[config.mk]
export PLATFORM = sky130hd
export DESIGN_NAME = gcr_bound
export DESIGN_NICKNAME = d
export VERILOG_FILES = /design/src/sv/gcr_pkg.sv /design/src/sv/gcr_bound.sv
export SDC_FILE = /design/constraint.sdc
export NUM_CORES = 1
export LEC_CHECK = 0
export BUFFER_PORTS_ARGS = -buffer_cell sky130_fd_sc_hd__buf_2
export CAP_MARGIN = 20
export CORE_ASPECT_RATIO = 1.5
export CORE_MARGIN = 10
export CORE_UTILIZATION = 61
export CTS_CLUSTER_DIAMETER = 150
export DETAILED_ROUTE_END_ITERATION = 10
export GPL_TIMING_DRIVEN = 1
export PLACE_DENSITY = 0.84
export SYNTH_ARGS = -nofsm -noshare
export SYNTH_HDL_FRONTEND = slang
export SYNTH_SLANG_ARGS = --single-unit
[constraint.sdc]
create_clock -name clk -period 10.5 [get_ports clk]
set_input_delay 1.575 -clock clk [delete_from_list [all_inputs] [get_ports clk]]
set_output_delay 1.575 -clock clk [all_outputs]
set_load 0.1 [all_outputs]
[src/sv/gcr_pkg.sv]
// Shared types, widths and register codes for the grid cell range block.
package gcr_pkg;

    // Configuration port.
    localparam int CFG_W     = 32;
    localparam int CFG_IDX_W = 3;

    localparam logic [CFG_IDX_W-1:0] REG_ORIGIN_X    = 3'd0;
    localparam logic [CFG_IDX_W-1:0] REG_ORIGIN_Y    = 3'd1;
    localparam logic [CFG_IDX_W-1:0] REG_ORIGIN_Z    = 3'd2;
    localparam logic [CFG_IDX_W-1:0] REG_INV_WIDTH_X = 3'd3;
    localparam logic [CFG_IDX_W-1:0] REG_INV_WIDTH_Y = 3'd4;
    localparam logic [CFG_IDX_W-1:0] REG_INV_WIDTH_Z = 3'd5;
    localparam logic [CFG_IDX_W-1:0] REG_CELL_COUNTS = 3'd6;

    // Register widths and reset values.
    localparam int ORIGIN_W = 32;
    localparam int INV_W    = 32;
    localparam int COUNTS_W = 30;
    localparam logic [INV_W-1:0]    INV_WIDTH_RST   = 32'd65536;
    localparam logic [COUNTS_W-1:0] CELL_COUNTS_RST = 30'd1049601;

    // Per-axis cell count field and the axis count.
    localparam int CNT_W  = 10;
    localparam int N_AXES = 3;

    // Cell index, signed, saturated to IDX_MIN..IDX_MAX.
    localparam int IDX_W = 12;
    localparam logic signed [IDX_W-1:0] IDX_MAX = 12'sd1024;
    localparam logic signed [IDX_W-1:0] IDX_MIN = -12'sd1;
    localparam logic signed [IDX_W-1:0] IDX_ONE = 12'sd1;
    localparam logic signed [IDX_W-1:0] IDX_ZERO = 12'sd0;

    // Reduced quotient: each partial term is capped at SAT_CAP, so the sum
    // still decides both saturation thresholds exactly.
    localparam int SAT_W = 12;
    localparam int Q_W   = 13;
    localparam int KEEP_W = 11;
    localparam logic [SAT_W-1:0] SAT_CAP   = 12'd2048;
    localparam logic [Q_W-1:0]   Q_POS_SAT = 13'd1023;
    localparam logic [Q_W-1:0]   Q_NEG_SAT = 13'd2;

    // Default parameter values.
    localparam int MAX_CELLS_DEF  = 1023;
    localparam int COORD_BITS_DEF = 32;

    // Control word handed to each range tracker.
    typedef struct packed {
        logic step;
        logic last;
    } gcr_ctl_t;

endpackage

[src/sv/gcr_bound.sv]
// Running minimum and maximum cell index for one axis, with range check.
module gcr_bound
    import gcr_pkg::*;
(
    input  logic                    clk,
    input  logic                    rst_n,
    input  gcr_ctl_t                ctl,
    input  logic signed [IDX_W-1:0] idx,
    input  logic [CNT_W-1:0]        cnt,
    output logic signed [IDX_W-1:0] lo,
    output logic signed [IDX_W-1:0] hi,
    output logic                    outside
);

    logic signed [IDX_W-1:0] run_lo_reg;
    logic signed [IDX_W-1:0] run_lo_next;
    logic signed [IDX_W-1:0] run_hi_reg;
    logic signed [IDX_W-1:0] run_hi_next;
    logic signed [IDX_W-1:0] hi_merged;
    logic signed [IDX_W-1:0] cnt_ext;
    logic signed [IDX_W-1:0] cnt_p1;

    assign cnt_ext   = $signed({{(IDX_W-CNT_W){1'b0}}, cnt});
    assign cnt_p1    = cnt_ext + IDX_ONE;
    assign lo        = (idx < run_lo_reg) ? idx : run_lo_reg;
    assign hi_merged = (idx > run_hi_reg) ? idx : run_hi_reg;
    assign hi        = (hi_merged == cnt_p1) ? cnt_ext : hi_merged;
    assign outside   = (idx < IDX_ONE) || (idx > cnt_p1);

    always_comb
    begin
        run_lo_next = run_lo_reg;
        run_hi_next = run_hi_reg;
        if (ctl.step)
        begin
            if (ctl.last)
            begin
                run_lo_next = IDX_MAX;
                run_hi_next = IDX_MIN;
            end
            else
            begin
                run_lo_next = lo;
                run_hi_next = hi_merged;
            end
        end
    end

    always_ff @(posedge clk or negedge rst_n)
    begin
        if (!rst_n)
        begin
            run_lo_reg <= IDX_MAX;
            run_hi_reg <= IDX_MIN;
        end
        else
        begin
            run_lo_reg <= run_lo_next;
            run_hi_reg <= run_hi_next;
        end
    end

endmodule

# After elaboration in Yosys (flattened, before gate mapping)
# Cells that the tools add are included.
[word_totals] inputBits=26 output_inout_bits=25 register_bits=24
[classes] n_reduce_logical=1 n_addsub=1 muxes=5 n_eq_ne=1 n_lt_le_gt_ge=4
[ops] cell="two-way mux 12 bit" count=5
[ops] cell="greater-than comparator 12 bit" count=2
[ops] cell="== test 12 bit" count=1
[ops] cell="< comparator 12 bit" count=1
[ops] cell="< comparator 12 x 2 -> 1 bit, second input constant" count=1
[ops] cell="adder 10 x 1 -> 11 bit, second input constant" count=1
[ops] cell="logical OR 1 bit" count=1

# Logic depth before layout (Yosys ltp)
[depth] ltp_word=4 ltp_mapped=13 ltp_nobuf=12

# Worst setup path after synthesis
# Ideal clock, no wire load.
[synth_timing] path_type="in2out" start="in idx[10]" end="out hi[0]" path_buffers=1 t_required_ns=8.925 cell_stages=11 slack_ns=3.709 arrival_ns=5.216 cell_sequence="ha_1 > nand4_2 > or2_1 > a221o_1 > o311a_2 > or3_4 > o221ai_2 > o2111a_1 > nand4_1 > buf_6 > mux2i_1"
[synth_between] elab_chain_cells=4
[synth_rtl] item="start: declaration" line_no="gcr_bound.sv:8" source="input logic signed [IDX_W-1:0] idx,"
[synth_rtl] item="greater-than comparator 12 bit" line_no="gcr_bound.sv:26" source="assign hi_merged = (idx > run_hi_reg) ? idx : run_hi_reg;"
[synth_rtl] item="two-way mux 12 bit *" line_no="gcr_bound.sv:26"
[synth_rtl] item="== test 12 bit" line_no="gcr_bound.sv:27" source="assign hi = (hi_merged == cnt_p1) ? cnt_ext : hi_merged;"
[synth_rtl] item="two-way mux 12 bit *" line_no="gcr_bound.sv:27"
[synth_rtl] item="end: declaration" line_no="gcr_bound.sv:11" source="output logic signed [IDX_W-1:0] hi,"
# Mark *: on every way between the ends. The rest lies on a longest branch, timed or not.

# Worst setup path after layout
[layout_timing] start="in idx[11]" end="out hi[1]"
# Same word-level chain as after synthesis.

==> Implementation_results.wiki <==
{| class="wikitable"
! Metric !! Value
|-
| Status || finished, final reports clean
|-
| Number of antenna violations at the first check in global routing || 0
|-
| Commonest non-fill, non-tap cells in the layout || buf_2, inv_1, ha_1
|-
| Switching power share of the total || 63.4%
|-
| Die boundary width || 73.1 µm
|-
| Top flip-flop cell by instance count after synthesis || dfstp_2
|-
| Maximum capacitance violations || 0
|-
| Top cell family by delay on the critical path || simple AND/OR/NAND/NOR gates
|-
| Aggregate negative setup slack || 0 ps
|-
| Min Tclk post-route || 7160 ps
|-
| Internal || 0.000299 W
|-
| Max-slew violations || 0
|-
| Post-placement worst setup slack || 3360 ps
|-
| Sequential Power Share || 17.9%
|-
| H-tree depth || 1
|-
| Final worst-path cycle share || 68.2%
|-
| Initial cell density of the core || 64.1%
|-
| Maximum vdd drop || 0.000246 V
|-
| Syn Area/Cell || 8.66 µm²
|-
| Clock power share || 7.9%
|-
| Static leakage power || 1.47 nW
|-
| Sequential fraction of the synthesis area || 23.9%
|-
| Global routing usage summed across all routing layers || 18.1%
|-
| Post-CTS clock slew at the launch and capture registers of the worst setup and hold paths || 80 ps
|-
| Setup repair after global routing missed its margin || false
|-
| Crit path buffers/inverters || 2
|-
| Ant diodes || 0
|-
| # clock sinks || 24
|-
| Final cell count without fillers || 387
|-
| Number of antenna-violating nets in the routed design || 0
|-
| Async SR Flop Fraction || 100%
|-
| Area grow syn2layout || 12.2%
|-
| Final Hold Fails || 0
|-
| Clock Path Buffers || 2
|-
| Final instance area || 2900 µm²
|-
| Dominant cells by area after synthesis || ha_1, dfstp_2, dfrtp_1
|-
| Number of gates resized after cts || 0
|-
| Largest area contributor in the netlist || ha_1
|-
| Count of cell types in the netlist || 45
|-
| Critical path data required time || 8930 ps
|-
| Final Wtd Congestion || 0.948
|-
| Crit-path cells || buf_2, ha_1, nand4_2, or2_1, a22oi_1, o311a_2, mux2i_2, xnor2_1, nor4_2, nand4_1, mux2_2, buf_2
|-
| Slowest library cell on the worst path || o311a_2
|-
| Layout Nets || 404
|-
| Synthesis-stage register bit count || 24
|-
| Worst clock skew || 2.46 ps
|-
| Clock root cell || clkbuf_8
|-
| Category of the critical setup timing path || in -> out
|-
| Leftover overflow at the end of global routing || 0
|-
| Die ar. || 7290 µm²
|-
| Total wirelength of the detailed-routed design || 6.64 mm
|-
| Count of unresolved DRC violations after routing || 0
|-
| Transition at the pin with the smallest max-transition slack || 687 ps
|-
| Number of setup buffers added after CTS || 0
|-
| Crit path DAT || 5580 ps
|-
| Path category of the worst min-delay check || reg -> reg
|-
| Wire length of the first global-routing pass || 11.1 mm
|-
| Crit path top cell by count || buf_2
|-
| Port-buffer cells || 50
|-
| I/O Pins || 51
|-
| Post-synth EDFFs || 0
|-
| Maximum number of pins on one net before global-route repair || 32
|-
| Post-layout worst setup margin || 3340 ps
|-
| Synthesized net count || 359
|-
| Instance count of the mapped netlist || 298
|-
| Half-perimeter wire length after placement || 5.20 mm
|-
| Logic pwr share || 74.2%
|-
| Endpoint kind of the worst setup timing path || output port
|-
| Most common cell after layout, fill and taps aside || buf_2
|-
| Clock insertion delay at the later pin of the skew report || 270 ps
|-
| Total power per unit cell area || 282 nW/µm²
|-
| Number of global-route vias before repair || 2,510
|-
| Achievable frequency || 140 MHz
|-
| Total power consumption of the routed design || 0.000816 W
|-
| Setup violations, final || 0
|-
| Share of the synthesized area in the top cell type || 17.0%
|-
| Area of the core || 4030 µm²
|-
| Layout fillers || 339
|-
| Total CTS buffers || 3
|-
| Chip height || 99.7 µm
|-
| Via count || 2,369
|-
| Routed length per instance || 17.2 µm
|-
| Share of final-layout standard cells stronger than drive strength 1 || 22.8%
|-
| Number of placement rows || 28
|-
| Kind of start point of the critical path || input pin
|-
| Cts hold-fix bufs || 0
|-
| Placed insts || 383
|-
| TritonCTS clock tree || built
|-
| Via count normalized by instance count || 6.12
|-
| Peak fanout along the critical path || 31
|-
| Netlist area before placement || 2580 µm²
|-
| CP peak stage delay || 650 ps
|-
| Switching component of the power || 0.000517 W
|-
| Pre-antenna DRT Iters || 5
|-
| Starting DRC count in detailed routing || 68
|-
| Slew HR || 54.2%
|-
| Synth warn || 0
|-
| Placement Cell Area || 2840 µm²
|}
==> final timing paths <==
path / startpoint / end / slack (ps) / depth (start not counted)
max: idx[11] / hi[1] / 3340 / 12
min: run_lo_reg[6]$_DFFE_PN0P_ / run_lo_reg[6]$_DFFE_PN0P_ / 510 / 1
max reg2reg: run_hi_reg[11]$_DFFE_PN1P_ / run_hi_reg[6]$_DFFE_PN1P_ / 7360 / 9
min reg2reg: run_lo_reg[6]$_DFFE_PN0P_ / run_lo_reg[6]$_DFFE_PN0P_ / 510 / 1
max in group asynchronous: rst_n / run_hi_reg[9]$_DFFE_PN1P_ / 8860 / 1
min in group asynchronous: rst_n / run_lo_reg[2]$_DFFE_PN0P_ / 1270 / 1
==> layer usage <==
layer	track usage, %	part of all wire (%)	vias up
met5	0	0	-
met4	8.80	3.7	0
met3	2.99	5.8	25
met2	31.6	49	88
met1	20.3	41	1086
li1	-	-	1170
==> area by class of cell <==
type	count	area (µm²)	share of cell area, %
multi-input combinational	225	1760	60.9
sequential	24	617	21.3
timing repair buffer	52	265	9.16
inverter	37	139	4.79
tap	45	56.3	1.94
clock buffer	4	55.1	1.90
==> cells in the mapped netlist, drive strengths merged, types with 6 or more instances <==
cell type  instances
xor2               7
a21o               6
clkbuf             9
nand3             12
inv               37
o22a              22
nand2             24
dfrtp             11
o21ai             24
dfstp             13
nor2               7
a22o              10
mux2i             16
xnor2             12
ha                35
a21oi              9
==> kinds of logic (layout without fill, tap and decap cells) <==
family	after synthesis	in the layout	share of synthesized area, %
DFF	24	24	23.9
AOI/OAI and AO/OA	86	86	23.9
xor gates and xnor gates	19	19	6.45
muxes	19	19	7.80
adders and majority gates	35	35	17.0
and+or+nand+nor	66	66	13.2
buffers and inverters	49	93	7.76
==> power groups by stage <==
stage          logic [W]  clock network, W  registers, W
6_report        0.000606         0.0000641      0.000146
5_1_grt         0.000647         0.0000672      0.000150
4_1_cts         0.000609         0.0000640      0.000146
3_5_place_dp    0.000606                 0      0.000147
3_3_place_gp    0.000599                 0      0.000146
2_1_floorplan   0.000515                 0      0.000142
==> stage by stage <==
step	hold slack [ps]	utilization, %
after detailed placement	481	70.5
after global routing	520	71.9
final	514	71.9
after floorplan	466	-
after global placement	484	70.5
after CTS	512	71.9
Note: power is estimated with default switching activity, not from simulation.
