$ cat config.mk
export PLATFORM = sky130hd
export DESIGN_NAME = gcr_axis
export DESIGN_NICKNAME = d
export VERILOG_FILES = /design/src/sv/gcr_pkg.sv /design/src/sv/gcr_axis.sv
export SDC_FILE = /design/constraint.sdc
export NUM_CORES = 2
export LEC_CHECK = 0
export BUFFER_PORTS_ARGS = -buffer_cell sky130_fd_sc_hd__buf_2
export CORE_ASPECT_RATIO = 0.6
export CORE_MARGIN = 2
export CORE_UTILIZATION = 55
export DETAILED_ROUTE_END_ITERATION = 6
export HOLD_SLACK_MARGIN = 0.12
export PLACE_DENSITY = 0.72
export SLEW_MARGIN = 20
export SYNTH_ARGS = -nofsm -noshare
export SYNTH_HDL_FRONTEND = slang
export SYNTH_SLANG_ARGS = --single-unit
$ cat constraint.sdc
create_clock -name clk -period 17.3 [get_ports clk]
set_input_delay 1.73 -clock clk [delete_from_list [all_inputs] [get_ports clk]]
set_output_delay 1.73 -clock clk [all_outputs]
set_load 0.02 [all_outputs]
$ cat src/sv/gcr_pkg.sv
// Shared types, widths and register codes for the grid cell range block.
package gcr_pkg;

    // Configuration port.
    localparam int CFG_W     = 32;
    localparam int CFG_IDX_W = 3;

    localparam logic [CFG_IDX_W-1:0] REG_ORIGIN_X    = 3'd0;
    localparam logic [CFG_IDX_W-1:0] REG_ORIGIN_Y    = 3'd1;
    localparam logic [CFG_IDX_W-1:0] REG_ORIGIN_Z    = 3'd2;
    localparam logic [CFG_IDX_W-1:0] REG_INV_WIDTH_X = 3'd3;
    localparam logic [CFG_IDX_W-1:0] REG_INV_WIDTH_Y = 3'd4;
    localparam logic [CFG_IDX_W-1:0] REG_INV_WIDTH_Z = 3'd5;
    localparam logic [CFG_IDX_W-1:0] REG_CELL_COUNTS = 3'd6;

    // Register widths and reset values.
    localparam int ORIGIN_W = 32;
    localparam int INV_W    = 32;
    localparam int COUNTS_W = 30;
    localparam logic [INV_W-1:0]    INV_WIDTH_RST   = 32'd65536;
    localparam logic [COUNTS_W-1:0] CELL_COUNTS_RST = 30'd1049601;

    // Per-axis cell count field and the axis count.
    localparam int CNT_W  = 10;
    localparam int N_AXES = 3;

    // Cell index, signed, saturated to IDX_MIN..IDX_MAX.
    localparam int IDX_W = 12;
    localparam logic signed [IDX_W-1:0] IDX_MAX = 12'sd1024;
    localparam logic signed [IDX_W-1:0] IDX_MIN = -12'sd1;
    localparam logic signed [IDX_W-1:0] IDX_ONE = 12'sd1;
    localparam logic signed [IDX_W-1:0] IDX_ZERO = 12'sd0;

    // Reduced quotient: each partial term is capped at SAT_CAP, so the sum
    // still decides both saturation thresholds exactly.
    localparam int SAT_W = 12;
    localparam int Q_W   = 13;
    localparam int KEEP_W = 11;
    localparam logic [SAT_W-1:0] SAT_CAP   = 12'd2048;
    localparam logic [Q_W-1:0]   Q_POS_SAT = 13'd1023;
    localparam logic [Q_W-1:0]   Q_NEG_SAT = 13'd2;

    // Default parameter values.
    localparam int MAX_CELLS_DEF  = 1023;
    localparam int COORD_BITS_DEF = 32;

    // Control word handed to each range tracker.
    typedef struct packed {
        logic step;
        logic last;
    } gcr_ctl_t;

endpackage

$ cat src/sv/gcr_axis.sv
// Cell index pipeline for one axis: offset and magnitude, scale, saturate.
module gcr_axis
    import gcr_pkg::*;
#(
    parameter int COORD_BITS = COORD_BITS_DEF
)
(
    input  logic                        clk,
    input  logic                        en,
    input  logic signed [COORD_BITS-1:0] coord,
    input  logic signed [ORIGIN_W-1:0]  origin,
    input  logic [INV_W-1:0]            inv_width,
    output logic signed [IDX_W-1:0]     idx
);

    localparam int DW    = ((COORD_BITS > ORIGIN_W) ? COORD_BITS : ORIGIN_W) + 1;
    localparam int MAG_W = (DW > 64) ? 64 : DW;
    localparam int HI_W  = MAG_W - 32;
    localparam int HP_W  = HI_W + INV_W;

    logic signed [DW-1:0] coord_ext;
    logic signed [DW-1:0] origin_ext;
    logic signed [DW-1:0] diff_pos;
    logic signed [DW-1:0] diff_neg;
    logic [DW-1:0]        mag;

    logic [MAG_W-1:0] mag_reg;
    logic             neg1_reg;

    logic [HP_W-1:0]       hi_prod;
    logic [64-1:0]         lo_prod;
    logic [HP_W-1:0]       hi_prod_reg;
    logic [INV_W-1:0]      lo_part_reg;
    logic                  neg2_reg;

    logic [SAT_W-1:0] hi_sat;
    logic [SAT_W-1:0] lo_sat;
    logic [Q_W-1:0]   q;

    // Stage one: both differences in parallel; the sign picks the magnitude.
    assign coord_ext  = DW'(coord);
    assign origin_ext = DW'(origin);
    assign diff_pos   = coord_ext - origin_ext;
    assign diff_neg   = origin_ext - coord_ext;
    assign mag        = diff_pos[DW-1] ? diff_neg : diff_pos;

    always_ff @(posedge clk)
    begin
        if (en)
        begin
            mag_reg  <= mag[MAG_W-1:0];
            neg1_reg <= diff_pos[DW-1];
        end
    end

    // Stage two: the magnitude's upper and lower words are scaled separately.
    assign hi_prod = HP_W'(mag_reg[MAG_W-1:32]) * HP_W'(inv_width);
    assign lo_prod = 64'(mag_reg[31:0]) * 64'(inv_width);

    always_ff @(posedge clk)
    begin
        if (en)
        begin
            hi_prod_reg <= hi_prod;
            lo_part_reg <= lo_prod[63:32];
            neg2_reg    <= neg1_reg;
        end
    end

    // Stage three: cap both terms, add, then map to a one-based index.
    assign hi_sat = (|hi_prod_reg[HP_W-1:KEEP_W]) ? SAT_CAP
                                                  : {1'b0, hi_prod_reg[KEEP_W-1:0]};
    assign lo_sat = (|lo_part_reg[INV_W-1:KEEP_W]) ? SAT_CAP
                                                   : {1'b0, lo_part_reg[KEEP_W-1:0]};
    assign q      = {1'b0, hi_sat} + {1'b0, lo_sat};

    always_comb
    begin
        if (neg2_reg)
        begin
            if (q >= Q_NEG_SAT)
                idx = IDX_MIN;
            else
                idx = q[0] ? IDX_ZERO : IDX_ONE;
        end
        else
        begin
            if (q >= Q_POS_SAT)
                idx = IDX_MAX;
            else
                idx = $signed(q[IDX_W-1:0]) + IDX_ONE;
        end
    end

endmodule

== After elaboration in Yosys (flattened, before gate mapping) ==
Cells that the tools add are included.

* Bits in registers: 100
* Bits of input ports: 98
* Output and inout bits: 12
* Word-level logic and storage cells: 23

* Add/sub/neg operators: 4
* Multiply operators: 2
* $lt $le $gt $ge: 2
* Mux-type cells: 7
* Reduce and logical (&&, ||, !) cells: 2

{| class="wikitable"
|+ Operators by type and width
! kind !! number
|-
| $sub A32 B32 Y33 || 2
|-
| $mul A32 B32 Y64 || 1
|-
| $mux W12 || 5
|-
| $mul A1 B32 Y33 || 1
|-
| $mux W32 || 1
|-
| $reduce_or A22 Y1 || 1
|-
| $reduce_or A21 Y1 || 1
|-
| $add A12 B12 Y13 || 1
|-
| $ge A13 B10 Y1 const B || 1
|-
| $ge A13 B2 Y1 const B || 1
|-
| $add A12 B2 Y12 const B || 1
|-
| $mux W1 || 1
|}

== Depth between registers and ports, before layout ==
* Depth in word-level cells: 6
* Depth in mapped cells: 29
* Gate-level depth less buffers: 28

== Worst setup path before layout ==
OpenSTA, ideal clock, no wires.

* Kind: input to register
* Start: input port inv_width[2]
* End: register lo_part_reg[31], data pin
* Library setup time: 0.260 ns
* Arrival time: 8.727 ns
* Data required time: 17.040 ns
* Setup slack: 8.313 ns
* Stages on the path: 26
* Buffers on the path: 1
* Cells stage by stage: clkbuf_1 nand2_1 fa_1 inv_1 fa_1 inv_1 fa_1 fa_1 inv_1 fa_1 fa_1 fa_1 inv_1 fa_1 inv_1 ha_1 nand4_1 nor4_1 or3b_2 a31oi_1 o311ai_0 o21ai_0 a21oi_1 o21ai_0 a21oi_1 xnor2_1

* Word-level cells in the longest chain between the ends: 1

{| class="wikitable"
|+ RTL lines
! what !! line !! source
|-
| start, declared || gcr_axis.sv:12 || <nowiki>input logic [INV_W-1:0] inv_width,</nowiki>
|-
| $mul A32 B32 Y64 || gcr_axis.sv:58 || <nowiki>assign lo_prod = 64'(mag_reg[31:0]) * 64'(inv_width);</nowiki>
|-
| via lo_prod[63] || gcr_axis.sv:31 || <nowiki>logic [64-1:0] lo_prod;</nowiki>
|-
| end signal, assigned || gcr_axis.sv:65 || <nowiki>lo_part_reg <= lo_prod[63:32];</nowiki>
|-
| end, declared || gcr_axis.sv:33 || <nowiki>logic [INV_W-1:0] lo_part_reg;</nowiki>
|}

The timed path passes the listed nets, and every way through them passes these cells.
A chain may end at the register's enable or synchronous reset.

== Final worst setup path ==
* Start: input port inv_width[11]
* End: register lo_part_reg[29], data pin

Same word-level chain as after synthesis.

==> impl_metrics.yaml <==
critical_path:
  reg2regPathDepth: 25
  cp.buffers_inverters: 2
  r2r_start: "mag_reg[24]"
  reg2reg_slack_ps: 7880
  crit_required_ps: 17450
  path_cells: "buf_2, nand2_1, fa_1, fa_1, fa_1, inv_1, fa_1, fa_1, fa_1, fa_1, fa_1, ha_1, nand4_1, nor4_1, or3b_2, a31oi_1, o311ai_0, nor2b_1, o21a_1, o21ai_0, a41oi_1, xnor2_1"
  maximum_fanout_along_the_worst_path: 33
  setup.worst_path.start_class: "input port"
  cp_common_cell: "fa_1"
  crit_path_max_incr_delay_ps: 780
  element_type_at_the_critical_path_end: "flip-flop"
  cp.arrival_ps: 10380
  path_class: "in -> reg"
  worst_path_max_delay_cell: "buf_2"
  reg2reg_capture_point: "lo_part_reg[29]"
  path_delay_family: "adder cells"
drt:
  metal1_wirelength_microns: 49940
  route.detailed.wl_per_inst_microns: 21.93
  met3_wirelength_microns: 19580
  drt_first_pass_iters: 5
  post-route-drc-count: 0
  detailroute.via_count: 29780
  drt-initial-drc-count: 3090
  detailroute.wirelength.met2_microns: 43830
  topRoutingLayerUsed: "met5"
  drt-vias-per-instance: 5.631
  drtAntennaViolNets: 0
  route.final.wire_length_microns: 116000
cts:
  cts_tree: "done"
  ctsLongestPathBuffers: 2
  cts-hold-fix-buffers: 0
  cts_buffers: 9
  cts_htree_levels: 3
  cts.reportedPaths.clkPinSlew_ps: 70
  cell_chosen_for_the_clock_root: "clkbuf_16"
  cts_num_sinks: 99
  postCtsSetupBuffers: 0
  clkLatencyLatePin_ps: 410
  cts_resized: 0
final_layout:
  drive_gt1_frac: 0.04412
  final_cell_utilization_of_the_core: 0.5780
  nets: 5634
  largest_reg_flops: 33
  syn2layout_area_growth_pct: 3.814
  number_of_fill_cells_in_the_layout: 6422
placement:
  place.gp.congestion: 0.9540
  detailed_place_hpwl_microns: 85080
  buffer_ports.inserted: 109
global_routing:
  grt_start_max_net_pins: 66
  grt_first_pass_wirelength_microns: 182100
  grt_antenna_before_repair: 4
  sum_of_overflow_across_all_layers_after_global_routing: 0
  grt.total_usage: 0.3235
  vias_in_the_first_global_route: 31050
synth:
  synth_seq_cells: 99
  synth.area.top_cells: "fa_1 45%, ha_1 11%, and2_1 10%, inv_1 9.1%, edfxtp_1 7.4%"
  synthDistinctLibCells: 67
  net_count_after_synthesis: 5700
  syn_area_per_cell_sq_um: 9.166
  synth_enable_flop_cells: 99
  synthDominantAreaCellType: "fa_1"
  synth.yosys.seq_area_share: 0.07427
  syn_area_sq_um: 40030
  synth_top_area_frac: 0.4491
  fraction_of_registers_with_async_set_or_reset_after_synthesis: 0
  most_used_standard_cell_by_instance_count_after_synthesis: "inv_1"
  yosys-top-cells-count: "969 x inv_1, 898 x fa_1, 653 x and2_1"
  synth_cells: 4367
  synth.yosys.warnings: 0
  yosys_most_used_dff: "edfxtp_1"
worst_hold_path:
  worstHoldPathCells: 0
  timing.hold.worst.class: "reg -> reg"
  min_from: "neg1_reg"
  worstHoldEndpoint: "neg2_reg"
floorplan:
  fp.coreArea_sq_um: 71890
  die_width_microns: 352.3
  die_y_microns: 213.0
  design.die.area_sq_um: 75020
  count_of_standard_cell_rows: 76
  effective_utilization_at_floorplan: 0.5568
  num_io_pins: 110
timing:
  hold_ws_ps: 885.3
  slew-limit-headroom: 0.2426
  final_worst_path_cycle_share: 0.5914
  finalCriticalPeriod_ps: 10230
  fmaxAchievable_mhz: 97.74
  final.setup_skew_ps: 17.00
  report.final.hold_viol_count: 0
  rsz0062_at_grt: "no"
  transition_time_at_the_pin_with_the_least_slew_margin_ps: 1136
  timing_max_transition_violations_final: 0
  fin_setup_tns_ps: 0
  setup_viol: 0
job:
  max-cap-violations: 0
run_status:
  result_of_the_run: "complete, no violations"
## logic make-up (layout without fill, tap and decap cells)
| family | Yosys count | count (layout) | synth area share |
|---|---|---|---|
| simple gates | 1354 | 1354 | 0.1761 |
| buf+inv | 1201 | 1140 | 0.1133 |
| xor+xnor | 82 | 82 | 0.01813 |
| fa+ha+maj | 1235 | 1235 | 0.5545 |
| flops | 99 | 99 | 0.07427 |
| compound gates | 384 | 384 | 0.06061 |
| mux | 12 | 12 | 0.003032 |
| other cells | 0 | 8 | 0 |
## through the flow
| step | instances | worst slack (ps) | area [sq um] |
|---|---|---|---|
| after detailed placement | 5265 | 6826 | 41240 |
| after global placement | 5265 | 6886 | 41240 |
| after floorplan | 4367 | 8313 | 40030 |
| after global routing | 5287 | 6766 | 41550 |
| final | 5289 | 7069 | 41550 |
| after CTS | 5281 | 7235 | 41530 |
## worst max-delay path by stage
stage | startpoint | endpoint | slack, ps | depth (start not counted)
global route | inv_width[8] | lo_part_reg[31] | 6770 | 23
finish | inv_width[11] | lo_part_reg[29] | 7070 | 22
detailed placement | inv_width[11] | lo_part_reg[29] | 6830 | 22
CTS | inv_width[11] | lo_part_reg[29] | 7240 | 22
floorplan | inv_width[2] | lo_part_reg[31] | 8310 | 26
global placement | inv_width[8] | lo_part_reg[29] | 6890 | 24
## cells in the final DEF, fill, tap and decap left out, types with 5 or more instances in the layout
| master | synthesis | routed |
|---|---|---|
| o21ai_0 | 74 | 74 |
| o21bai_1 | 14 | 14 |
| ha_1 | 337 | 337 |
| inv_1 | 969 | 969 |
| nor4_1 | 15 | 14 |
| a221oi_1 | 6 | 6 |
| nand2b_1 | 8 | 8 |
| fa_1 | 898 | 898 |
| nor2b_1 | 11 | 11 |
| a31oi_1 | 13 | 13 |
| o21a_1 | 18 | 18 |
| and2_1 | 653 | 653 |
| xnor2_1 | 53 | 53 |
| nor2_1 | 55 | 55 |
| mux2i_1 | 11 | 11 |
| nand2_1 | 508 | 508 |
| nand4_1 | 26 | 26 |
| a211oi_1 | 15 | 15 |
| buf_2 | 2 | 108 |
| buf_4 | 3 | 46 |
| o211ai_1 | 13 | 13 |
| clkbuf_16 | 0 | 9 |
| diode_2 | 0 | 8 |
| and3_1 | 14 | 14 |
| o21ai_1 | 5 | 5 |
| a21o_1 | 38 | 38 |
| xor2_1 | 28 | 28 |
| edfxtp_1 | 99 | 99 |
| nand3_1 | 25 | 25 |
| a2111oi_0 | 5 | 5 |
| nor3_1 | 14 | 14 |
| a21oi_1 | 137 | 137 |
## area by class of cell
type,instances,area (sq um),area share
multi-input combinational,3067,32520,0.7827
inverter,970,3641,0.08762
sequential,99,2973,0.07154
tap,975,1220,0.02936
timing repair buffer,154,885.9,0.02132
clock buffer,9,225.2,0.005420
clock inverter,7,65.06,0.001566
antenna,8,20.02,0.0004818
## routing by layer
| layer | track usage | up-vias |
|---|---|---|
| met5 | 0.03226 | - |
| met4 | 0.06130 | 8 |
| met3 | 0.1550 | 161 |
| met2 | 0.4281 | 1916 |
| met1 | 0.4756 | 14760 |
| li1 | - | 12940 |
Power is left out: the tool's default activity adds up to more than one toggle a clock period on the data nets, which glitch-free logic cannot reach.
